`src/b2bcd_pkg.sv`:
```
// package: shared constants, control struct and digit adjust function
`default_nettype none
package b2bcd_pkg;

  localparam int B2BCD_WIDTH = 64;
  localparam int B2BCD_BYTES = 10;

  typedef struct packed {
    logic clear;
    logic dabble;
    logic bit_in;
    logic shift_byte;
  } b2bcd_ctl_t;

  function automatic logic [3:0] add3(input logic [3:0] d);
    logic [3:0] r;
    r = (d >= 4'd5) ? d + 4'd3 : d;
    return r;
  endfunction

endpackage
`default_nettype wire

```
`src/b2bcd_if.sv`:
```
// interfaces: binary request channel and bcd byte channel
`default_nettype none
interface b2bcd_in_if;
  logic        valid;
  logic        ready;
  logic [63:0] value;
  modport source (output valid, output value, input ready);
  modport sink (input valid, input value, output ready);
endinterface

interface b2bcd_out_if;
  logic       valid;
  logic       ready;
  logic [7:0] bcd_pair;
  logic       last;
  modport source (output valid, output bcd_pair, output last, input ready);
  modport sink (input valid, input bcd_pair, input last, output ready);
endinterface
`default_nettype wire

```
`src/b2bcd_digits.sv`:
```
// bcd digit row: add-3 and shift one bit per cycle, byte shift for output
`default_nettype none
module b2bcd_digits #(
  parameter int NBYTES = b2bcd_pkg::B2BCD_BYTES
) (
  input  wire logic                   clk,
  input  wire b2bcd_pkg::b2bcd_ctl_t  ctl,
  output logic [7:0]                  top_byte
);
  import b2bcd_pkg::*;

  localparam int NDIG = 2 * NBYTES;

  logic [3:0] dig [NDIG];
  logic [3:0] adj [NDIG];

  always_comb begin
    for (int i = 0; i < NDIG; i++) begin
      adj[i] = add3(dig[i]);
    end
  end

  always_ff @(posedge clk) begin
    if (ctl.clear) begin
      for (int i = 0; i < NDIG; i++) begin
        dig[i] <= 4'd0;
      end
    end else if (ctl.dabble) begin
      dig[0] <= {adj[0][2:0], ctl.bit_in};
      for (int i = 1; i < NDIG; i++) begin
        dig[i] <= {adj[i][2:0], adj[i-1][3]};
      end
    end else if (ctl.shift_byte) begin
      dig[0] <= 4'd0;
      dig[1] <= 4'd0;
      for (int i = 2; i < NDIG; i++) begin
        dig[i] <= dig[i-2];
      end
    end
  end

  assign top_byte = {dig[NDIG-1], dig[NDIG-2]};

endmodule
`default_nettype wire

```
`src/b2bcd_ctrl.sv`:
```
// sequencer: bit-serial input shifting, byte output with leading zero drop
`default_nettype none
module b2bcd_ctrl #(
  parameter int WIDTH  = b2bcd_pkg::B2BCD_WIDTH,
  parameter int NBYTES = b2bcd_pkg::B2BCD_BYTES
) (
  input  wire logic                   clk,
  input  wire logic                   rst,
  b2bcd_in_if.sink                    bin,
  b2bcd_out_if.source                 bcd,
  input  wire logic [7:0]             top_byte,
  output b2bcd_pkg::b2bcd_ctl_t       ctl
);
  import b2bcd_pkg::*;

  localparam int CW = $clog2(WIDTH + 1);
  localparam int BW = $clog2(NBYTES + 1);

  typedef enum logic [1:0] {IDLE, CONV, EMIT} state_t;

  state_t           state;
  logic [WIDTH-1:0] work;
  logic [CW-1:0]    cnt;
  logic [BW-1:0]    left;
  logic             started;
  logic             out_valid;
  logic [7:0]       pair;
  logic             last_r;

  logic fire_in;
  logic can_load;
  logic skip;
  logic load;

  always_comb begin
    fire_in  = bin.valid && (state == IDLE);
    can_load = !out_valid || bcd.ready;
    skip     = (state == EMIT) && !started && (top_byte == 8'd0) && (left != BW'(1));
    load     = (state == EMIT) && can_load && !skip;
    ctl.clear      = fire_in;
    ctl.dabble     = (state == CONV);
    ctl.bit_in     = work[WIDTH-1];
    ctl.shift_byte = skip || load;
  end

  assign bin.ready    = (state == IDLE);
  assign bcd.valid    = out_valid;
  assign bcd.bcd_pair = pair;
  assign bcd.last     = last_r;

  always_ff @(posedge clk) begin
    if (rst) begin
      state     <= IDLE;
      out_valid <= 1'b0;
      started   <= 1'b0;
    end else begin
      if (load) begin
        out_valid <= 1'b1;
      end else if (bcd.ready) begin
        out_valid <= 1'b0;
      end
      case (state)
        IDLE: begin
          if (fire_in) begin
            work  <= bin.value[WIDTH-1:0];
            cnt   <= CW'(WIDTH);
            state <= CONV;
          end
        end
        CONV: begin
          work <= {work[WIDTH-2:0], 1'b0};
          cnt  <= cnt - CW'(1);
          if (cnt == CW'(1)) begin
            left    <= BW'(NBYTES);
            started <= 1'b0;
            state   <= EMIT;
          end
        end
        EMIT: begin
          if (skip) begin
            left <= left - BW'(1);
          end else if (load) begin
            pair      <= top_byte;
            last_r    <= (left == BW'(1));
            started   <= 1'b1;
            left      <= left - BW'(1);
            if (left == BW'(1)) begin
              state <= IDLE;
            end
          end
        end
        default: begin
          state <= IDLE;
        end
      endcase
    end
  end

  a_last_ends_run: assert property (@(posedge clk) disable iff (rst)
    (load && (left == BW'(1))) |=> (state == IDLE && last_r && out_valid))
    else $error("last byte did not end the run");

  a_conv_count: assert property (@(posedge clk) disable iff (rst)
    fire_in |=> (state == CONV && cnt == CW'(WIDTH)))
    else $error("conversion count not loaded");

  a_bcd_digits: assert property (@(posedge clk) disable iff (rst)
    out_valid |-> (pair[7:4] <= 4'd9 && pair[3:0] <= 4'd9))
    else $error("result byte holds a non-decimal digit");

  a_left_nonzero: assert property (@(posedge clk) disable iff (rst)
    (state == EMIT) |-> (left != BW'(0)))
    else $error("byte count ran out during output");

endmodule
`default_nettype wire

```
`src/binary_to_bcd_double_dabble.sv`:
```
// top level: binary to packed bcd converter, shift and add 3
// a taken request is shifted into the digit row bit by bit in CONV, then EMIT drops leading zero
// bytes and loads the rest into the output register; the digit row takes one bit per cycle and
// the output gives one byte per cycle while the receiver is ready
// one request at a time; the next is taken while the last byte waits in the output register
// reset: rst synchronous active high, returns to idle with no byte pending
`default_nettype none
module binary_to_bcd_double_dabble #(
  parameter int WIDTH = b2bcd_pkg::B2BCD_WIDTH
) (
  input  wire logic   clk,
  input  wire logic   rst,
  b2bcd_in_if.sink    bin,
  b2bcd_out_if.source bcd
);
  import b2bcd_pkg::*;

  localparam int NDIG   = (WIDTH * 301) / 1000 + 1;
  localparam int NBYTES = (NDIG + 1) / 2;

  b2bcd_ctl_t ctl;
  logic [7:0] top_byte;

  b2bcd_ctrl #(
    .WIDTH  (WIDTH),
    .NBYTES (NBYTES)
  ) u_ctrl (
    .clk      (clk),
    .rst      (rst),
    .bin      (bin),
    .bcd      (bcd),
    .top_byte (top_byte),
    .ctl      (ctl)
  );

  b2bcd_digits #(
    .NBYTES (NBYTES)
  ) u_digits (
    .clk      (clk),
    .ctl      (ctl),
    .top_byte (top_byte)
  );

endmodule
`default_nettype wire

```
`src/flat_wrapper.sv`:
```
// flat-port wrapper written by rule: the top's interface ports become plain ports
module binary_to_bcd_double_dabble_flat import b2bcd_pkg::*;
#(
  parameter int WIDTH = b2bcd_pkg::B2BCD_WIDTH
)
  (clk, rst, bin_valid, bin_value, bin_ready, bcd_valid, bcd_bcd_pair, bcd_last, bcd_ready);
  b2bcd_in_if bin_i ();
  b2bcd_out_if bcd_i ();
  input  wire logic clk;
  input  wire logic rst;
  input wire logic [$bits(bin_i.valid)-1:0] bin_valid;
  input wire logic [$bits(bin_i.value)-1:0] bin_value;
  output wire logic [$bits(bin_i.ready)-1:0] bin_ready;
  output wire logic [$bits(bcd_i.valid)-1:0] bcd_valid;
  output wire logic [$bits(bcd_i.bcd_pair)-1:0] bcd_bcd_pair;
  output wire logic [$bits(bcd_i.last)-1:0] bcd_last;
  input wire logic [$bits(bcd_i.ready)-1:0] bcd_ready;
  assign bin_i.valid = bin_valid;
  assign bin_i.value = bin_value;
  assign bin_ready = bin_i.ready;
  assign bcd_valid = bcd_i.valid;
  assign bcd_bcd_pair = bcd_i.bcd_pair;
  assign bcd_last = bcd_i.last;
  assign bcd_i.ready = bcd_ready;
  binary_to_bcd_double_dabble #(.WIDTH(WIDTH)) u_core (.clk(clk), .rst(rst), .bin(bin_i), .bcd(bcd_i));
endmodule
```
`config.mk`:
```
export PLATFORM = sky130hd
export DESIGN_NAME = binary_to_bcd_double_dabble_flat
export DESIGN_NICKNAME = d
export VERILOG_FILES = /design/src/b2bcd_pkg.sv /design/src/b2bcd_if.sv /design/src/b2bcd_digits.sv /design/src/b2bcd_ctrl.sv /design/src/binary_to_bcd_double_dabble.sv /design/src/flat_wrapper.sv
export SDC_FILE = /design/constraint.sdc
export NUM_CORES = 1
export LEC_CHECK = 0
export BUFFER_PORTS_ARGS = -buffer_cell sky130_fd_sc_hd__buf_2
export CORE_ASPECT_RATIO = 2
export CORE_MARGIN = 2
export CORE_UTILIZATION = 60
export CTS_CLUSTER_DIAMETER = 30
export CTS_CLUSTER_SIZE = 40
export DETAILED_ROUTE_END_ITERATION = 12
export MAX_ROUTING_LAYER = met4
export PLACE_DENSITY = 0.8
export SYNTH_ARGS = -nofsm -noshare
export SYNTH_HDL_FRONTEND = slang
export SYNTH_SLANG_ARGS = --single-unit
```
`constraint.sdc`:
```
create_clock -name clk -period 6.15 [get_ports clk]
set_input_delay 0.9225 -clock clk [delete_from_list [all_inputs] [get_ports clk]]
set_output_delay 0.9225 -clock clk [all_outputs]
set_load 0.05 [all_outputs]
```
Word-level counts from Yosys, hierarchy flattened
Memories as Yosys holds them, arrays and structs flattened.
Cells that the tools add are included.
Cells by class
  eq/ne operators: 11
  reduce and logical (&&, ||, !) cells: 21
  multiplexer cells: 89
  bitwise gates (word level): 42
  add/sub/neg operators: 22
  $lt $le $gt $ge: 20
Operators with widths (number)
  $mux 4: 62
  $pmux 64 s2: 1
  $ge 4x3->1 const B: 20
  $add 4x2->4 const B: 19
  $mux 64: 1
  $or 1x1->1: 40
  $mux 1: 14
  $pmux 7 s2: 1
  $reduce_and 4->1: 3
  $mux 2: 5
  $logic_not 8->1: 1
  $pmux 4 s2: 1
  $eq 7x1->1 const B: 1
  $mux 7: 1
  $sub 7x1->7 const B: 1
  $logic_and 1x1->1: 6
  $ne 2x2->1 const B: 3
  $pmux 2 s3: 1
  $reduce_bool 2->1: 3
  $reduce_and 5->1: 1
  $eq 4x1->1 const B: 1
  $ne 2x1->1 const B: 2
  $ne 4x1->1 const B: 1
  $sub 4x1->4 const B: 1
  other kinds (11): 15
Word-level totals
  memories kept: 1
  register bits: 88
  bits in writable memories: 80
  output and inout port bits: 11
  bits of input ports: 68
Memories
  u_core.u_digits.dig: words 20, bits a word 4, read ports 20, clocked after memory_dff 0, wr ports 20, RTL line b2bcd_digits.sv:14  | logic [3:0] dig [NDIG];

Longest topological paths before layout
  depth in word-level cells: 12
  mapped depth: 8
  mapped depth without buffers: 6

Cells and area by module
From an unflattened synthesis, not the netlist that was laid out.
Second synthesis, totals
  cells, all modules: 831
  area total of the unflattened synthesis: 8851.0 sq um
By module, submodules not included
  b2bcd_digits: sequential area each 2402.3 sq um, times used 1, area each 5046.1 sq um, cells an instance 471
  b2bcd_ctrl: sequential area each 2602.5 sq um, times used 1, area each 3804.9 sq um, cells an instance 360

Worst setup path before layout
No wires, ideal clock.
  path kind: register to register
  start point: reg u_core.u_ctrl.state[0]
  end point: reg u_core.u_ctrl.cnt[0], enable pin
  arrival: 4.764 ns
  cell stages (with the launch flop): 6
  buffers on the path: 1
  path slack: 0.863 ns
  required time: 5.627 ns
  path through: dfxtp_1 inv_1 ha_1 nand2_1 clkbuf_1 a21oi_1
On the way
  word-level cells in the longest chain between the ends: 4
  elaborated cells on any way between the ends: 6
  those cells by class: 2 x eq/ne; 4 x reduce/logical
RTL lines
  start, declared: RTL line b2bcd_ctrl.sv:21  | state_t state;
  start signal, assigned: RTL line b2bcd_ctrl.sv:53  | state <= IDLE;
  start signal, assigned: RTL line b2bcd_ctrl.sv:67  | state <= CONV;
  start signal, assigned: RTL line b2bcd_ctrl.sv:76  | state <= EMIT;
  $logic_not 2->1 (*)
  net bin_ready: RTL line flat_wrapper.sv:13  | output wire logic [$bits(bin_i.ready)-1:0] bin_ready;
  $logic_and 1x1->1: RTL line b2bcd_ctrl.sv:36  | fire_in = bin.valid && (state == IDLE);
  $ne 2x1->1 (no source line)
  $reduce_and 3->1 (no source line) (*)
  end signal, assigned: RTL line b2bcd_ctrl.sv:66  | cnt <= CW'(WIDTH);
  end signal, assigned: RTL line b2bcd_ctrl.sv:72  | cnt <= cnt - CW'(1);
  end, declared: RTL line b2bcd_ctrl.sv:23  | logic [CW-1:0] cnt;
Mark *: on every way through the listed nets, which the timed path passes. The rest lies on a longest branch.
A chain may end at the register's enable or synchronous reset.

==> results by group <==
Layout
  – Filler cells: roughly 1,000
  – Multi-input gate area: 0.00368 sq mm
  – Reg area: approximately 0.0050 sq mm
  – Final Util: 0.685
  – Nets: slightly below 900
  – N_diodes: 0
  – Share of layout cells above drive strength 1: 0.237
  – Area grow syn2layout: 12.7%

Synth
  – YS warnings: 0
  – Syn nets: just over 800
  – Sequential element share of the synthesized area: 0.559
  – Post-synthesis register bit count: 168
  – Post-synth EDFFs: 164
  – Syn_area_per_cell: ~13 sq um
  – Synth Cell Area: about 0.009 sq mm
  – Leading area contributor after synthesis: edfxtp_1
  – Count of cell types in the netlist: between 40 and 50
  – Synthesized instance count: just under 700
  – Post-synth top area share: 0.550
  – Main synth FF type: edfxtp_1
  – Largest cells by area after synthesis: edfxtp_1 (55%), mux2_2 (8.0%), ha_1 (7.0%)
  – Synth async-reset ratio: 0

Hold path
  – Hold Startpoint: u_core.u_ctrl.started$_SDFFE_PP0P_
  – Hold Path Depth: 2
  – Worst hold path type: register to register
  – Hold endpoint: u_core.u_ctrl.started$_SDFFE_PP0P_

STA
  – Relative slew slack: 0.358
  – Skew final: 0.0118 ns
  – Peak Freq: between 300 and 400 MHz
  – Worst slew pin tran: between 0.9 and 1 ns
  – Tcrit/Tclk final: 0.472
  – Hold Vio Cnt, Final: 0
  – Fin crit period: just under 3 ns
  – Unrepaired setup endpoints after global routing: no
  – Post-route setup TNS: 0 ns
  – Max-slew violations: 0
  – Final worst slack: 3.25 ns
  – Final setup viols: 0

Die
  – Core Rows: 63
  – Die ar.: 0.0160 sq mm
  – Initial Utilization: 0.608
  – Core region area: about 0.015 sq mm
  – Io pins: a little under 80
  – Die Wd: between 90 and 100 um
  – Die Y: roughly 180 um

Drt
  – First drt pass iteration count: 5
  – Average wire per standard cell: approximately 17 um
  – Vias per cell: 5.82
  – Initial DRC count: about 290
  – Antenna-violating nets left: 0
  – # DRC: 0
  – DR vias: 5,650
  – Final WL: approximately 17 mm

Worst setup path
  – Critical Path End Type: register
  – Crit Path Max Fanout: 69
  – WS Path Type: register to register
  – Path depth of the worst reg2reg path: 7
  – RR Endpoint: u_core.u_digits.dig[4][10]$_SDFFCE_PP0P_
  – Reg2Reg Setup Slack: ~3.2 ns
  – RR Startpoint: u_core.u_digits.dig[4][8]$_SDFFCE_PP0P_
  – Worst Path Arrival: just over 3 ns
  – Worst Path Required: around 6.3 ns
  – CP Launch Type: register

Global routing
  – GRT Resource Usage Total: 0.221
  – Overflow after GRT: 0
  – First-pass GRT wire length: approximately 27 mm
  – Largest net degree at the start of global routing: between 70 and 80
  – Number of global-route vias before repair: 5,964
  – Initial antenna violation count: 0

CTS
  – CTS sink count: around 170
  – Max H-tree Level: 4
  – Hold-fix buffer count after cts: 0
  – Number of buffers created by CTS: 17
  – Post-CTS Setup Inserts: 0
  – Root Driver: clkbuf_16
  – Maximum clock path buffer count: 2
  – CTS tree: yes
  – Worst-path clk slew: approximately 0.060 ns
  – Post-cts sizing count: 0
  – Clock Latency Late Sink: around 0.43 ns

Run status
  – Status: finished, final reports clean

Place
  – Port bufs: 78
  – DP Wirelength: ~11 mm
  – GP Congestion: slightly above 0.8
  – Dpl ws: 3.01 ns

Power
  – VDD IR-drop max: between 0.0002 and 0.0003 V
  – Leakage: 3.95 nW
  – Pwr Total: between 4 and 5 mW
  – Power Density: roughly 480 mW/mm^2

Job
  – Max-cap viol count: 0
## report_power, final
part	internal (mW)	leakage [nW]	switching, mW
Clock	0.558	0.254	0.455
Sequential	1.77	1.64	0.343
Combinational	0.770	2.06	0.900
Total	3.10	3.95	1.70
## flip-flops by register name, summed over array words and instances, names as in the netlist
name                        count
u_core.u_ctrl.bcd.last          1
u_core.u_ctrl.cnt               7
u_core.u_ctrl.state             2
u_core.u_ctrl.left              4
u_core.u_digits.dig            80
u_core.u_ctrl.bcd.valid         1
u_core.u_ctrl.bcd.bcd_pair      8
u_core.u_ctrl.work             64
u_core.u_ctrl.started           1
## area by class of cell
class,count,share of cell area
multi-input combinational,442,0.364
clock inverter,14,0.0123
inverter,50,0.0186
sequential,168,0.496
clock buffer,18,0.0425
tap,195,0.0242
timing repair buffer,83,0.0424
## worst max-delay path: stages, from the launching register on
cell	delay (ns)
edfxtp_1	0.47
inv_1	0.13
ha_1	0.15
nor3b_1	0.26
nand4_2	0.31
a211oi_4	0.32
buf_4	0.62
mux2_1	0.38
## routing by layer
layer | routed length (um) | vias to the layer above | track usage
li1 | - | 2706 | -
met1 | 6080 | 2783 | 0.218
met2 | 9760 | 133 | 0.420
met3 | 534 | 28 | 0.0460
met4 | 359 | 0 | 0.0840
met5 | 0 | - | -
## placed cells by master, fill, tap and decap left out, types with 10 or more instances in the layout
| cell | count |
|---|---|
| nor3_1 | 18 |
| mux2i_1 | 21 |
| clkbuf_16 | 17 |
| xnor2_1 | 24 |
| nand2_1 | 19 |
| nor2_1 | 10 |
| buf_2 | 78 |
| edfxtp_1 | 164 |
| mux2_2 | 64 |
| inv_1 | 50 |
| nor3b_1 | 17 |
| nand2b_1 | 28 |
| ha_1 | 49 |
| xor2_1 | 19 |
| a21oi_1 | 39 |
| a22o_1 | 32 |
| a21o_1 | 18 |
| o2bb2ai_1 | 16 |
| o21ai_0 | 23 |
## how the worst max path moves through the flow
stage	start	endpoint	slack, ns	cells after the start
3_5_place_dp	bin_valid	u_core.u_ctrl.work[6]$_DFFE_PP_	3.01	4
2_1_floorplan	u_core.u_ctrl.state[0]$_SDFFE_PP0P_	u_core.u_ctrl.cnt[0]$_SDFFCE_PN0P_	0.86	5
5_1_grt	u_core.u_digits.dig[4][8]$_SDFFCE_PP0P_	u_core.u_digits.dig[4][10]$_SDFFCE_PP0P_	3.05	7
6_report	u_core.u_digits.dig[4][8]$_SDFFCE_PP0P_	u_core.u_digits.dig[4][10]$_SDFFCE_PP0P_	3.25	7
3_3_place_gp	bin_valid	u_core.u_ctrl.work[5]$_DFFE_PP_	3.09	4
4_1_cts	u_core.u_digits.dig[4][8]$_SDFFCE_PP0P_	u_core.u_digits.dig[4][8]$_SDFFCE_PP0P_	3.23	7
## cell usage after synthesis, drive strengths merged (17+ instances only)
cell      n
a21o     18
mux2     67
nor3     18
ha       50
o21ai    23
xnor2    24
nand2b   28
nand2    19
mux2i    21
xor2     19
edfxtp  164
a21oi    40
nor3b    17
a22o     32
inv      50
## per-stage QoR
step	hold slack (ns)	cells	area, sq um
6_report	0.488	970	10100
5_1_grt	0.514	970	10100
4_1_cts	0.487	970	10100
3_5_place_dp	0.474	938	9540
3_3_place_gp	0.457	938	9540
2_1_floorplan	0.442	687	8960
## cell families (layout without fill, tap and decap cells)
group                      count (synthesis)  in the layout  share of synthesized area
muxes                                     88             88                      0.108
DFF                                      168            168                      0.559
buffers and inverters                     77            165                     0.0342
xor gates and xnor gates                  43             43                     0.0420
AOI/OAI and AO/OA                        146            146                      0.113
and+or+nand+nor                          115            115                     0.0742
adders and majority gates                 50             50                     0.0698
No activity file was read; power rests on OpenSTA's default activity.
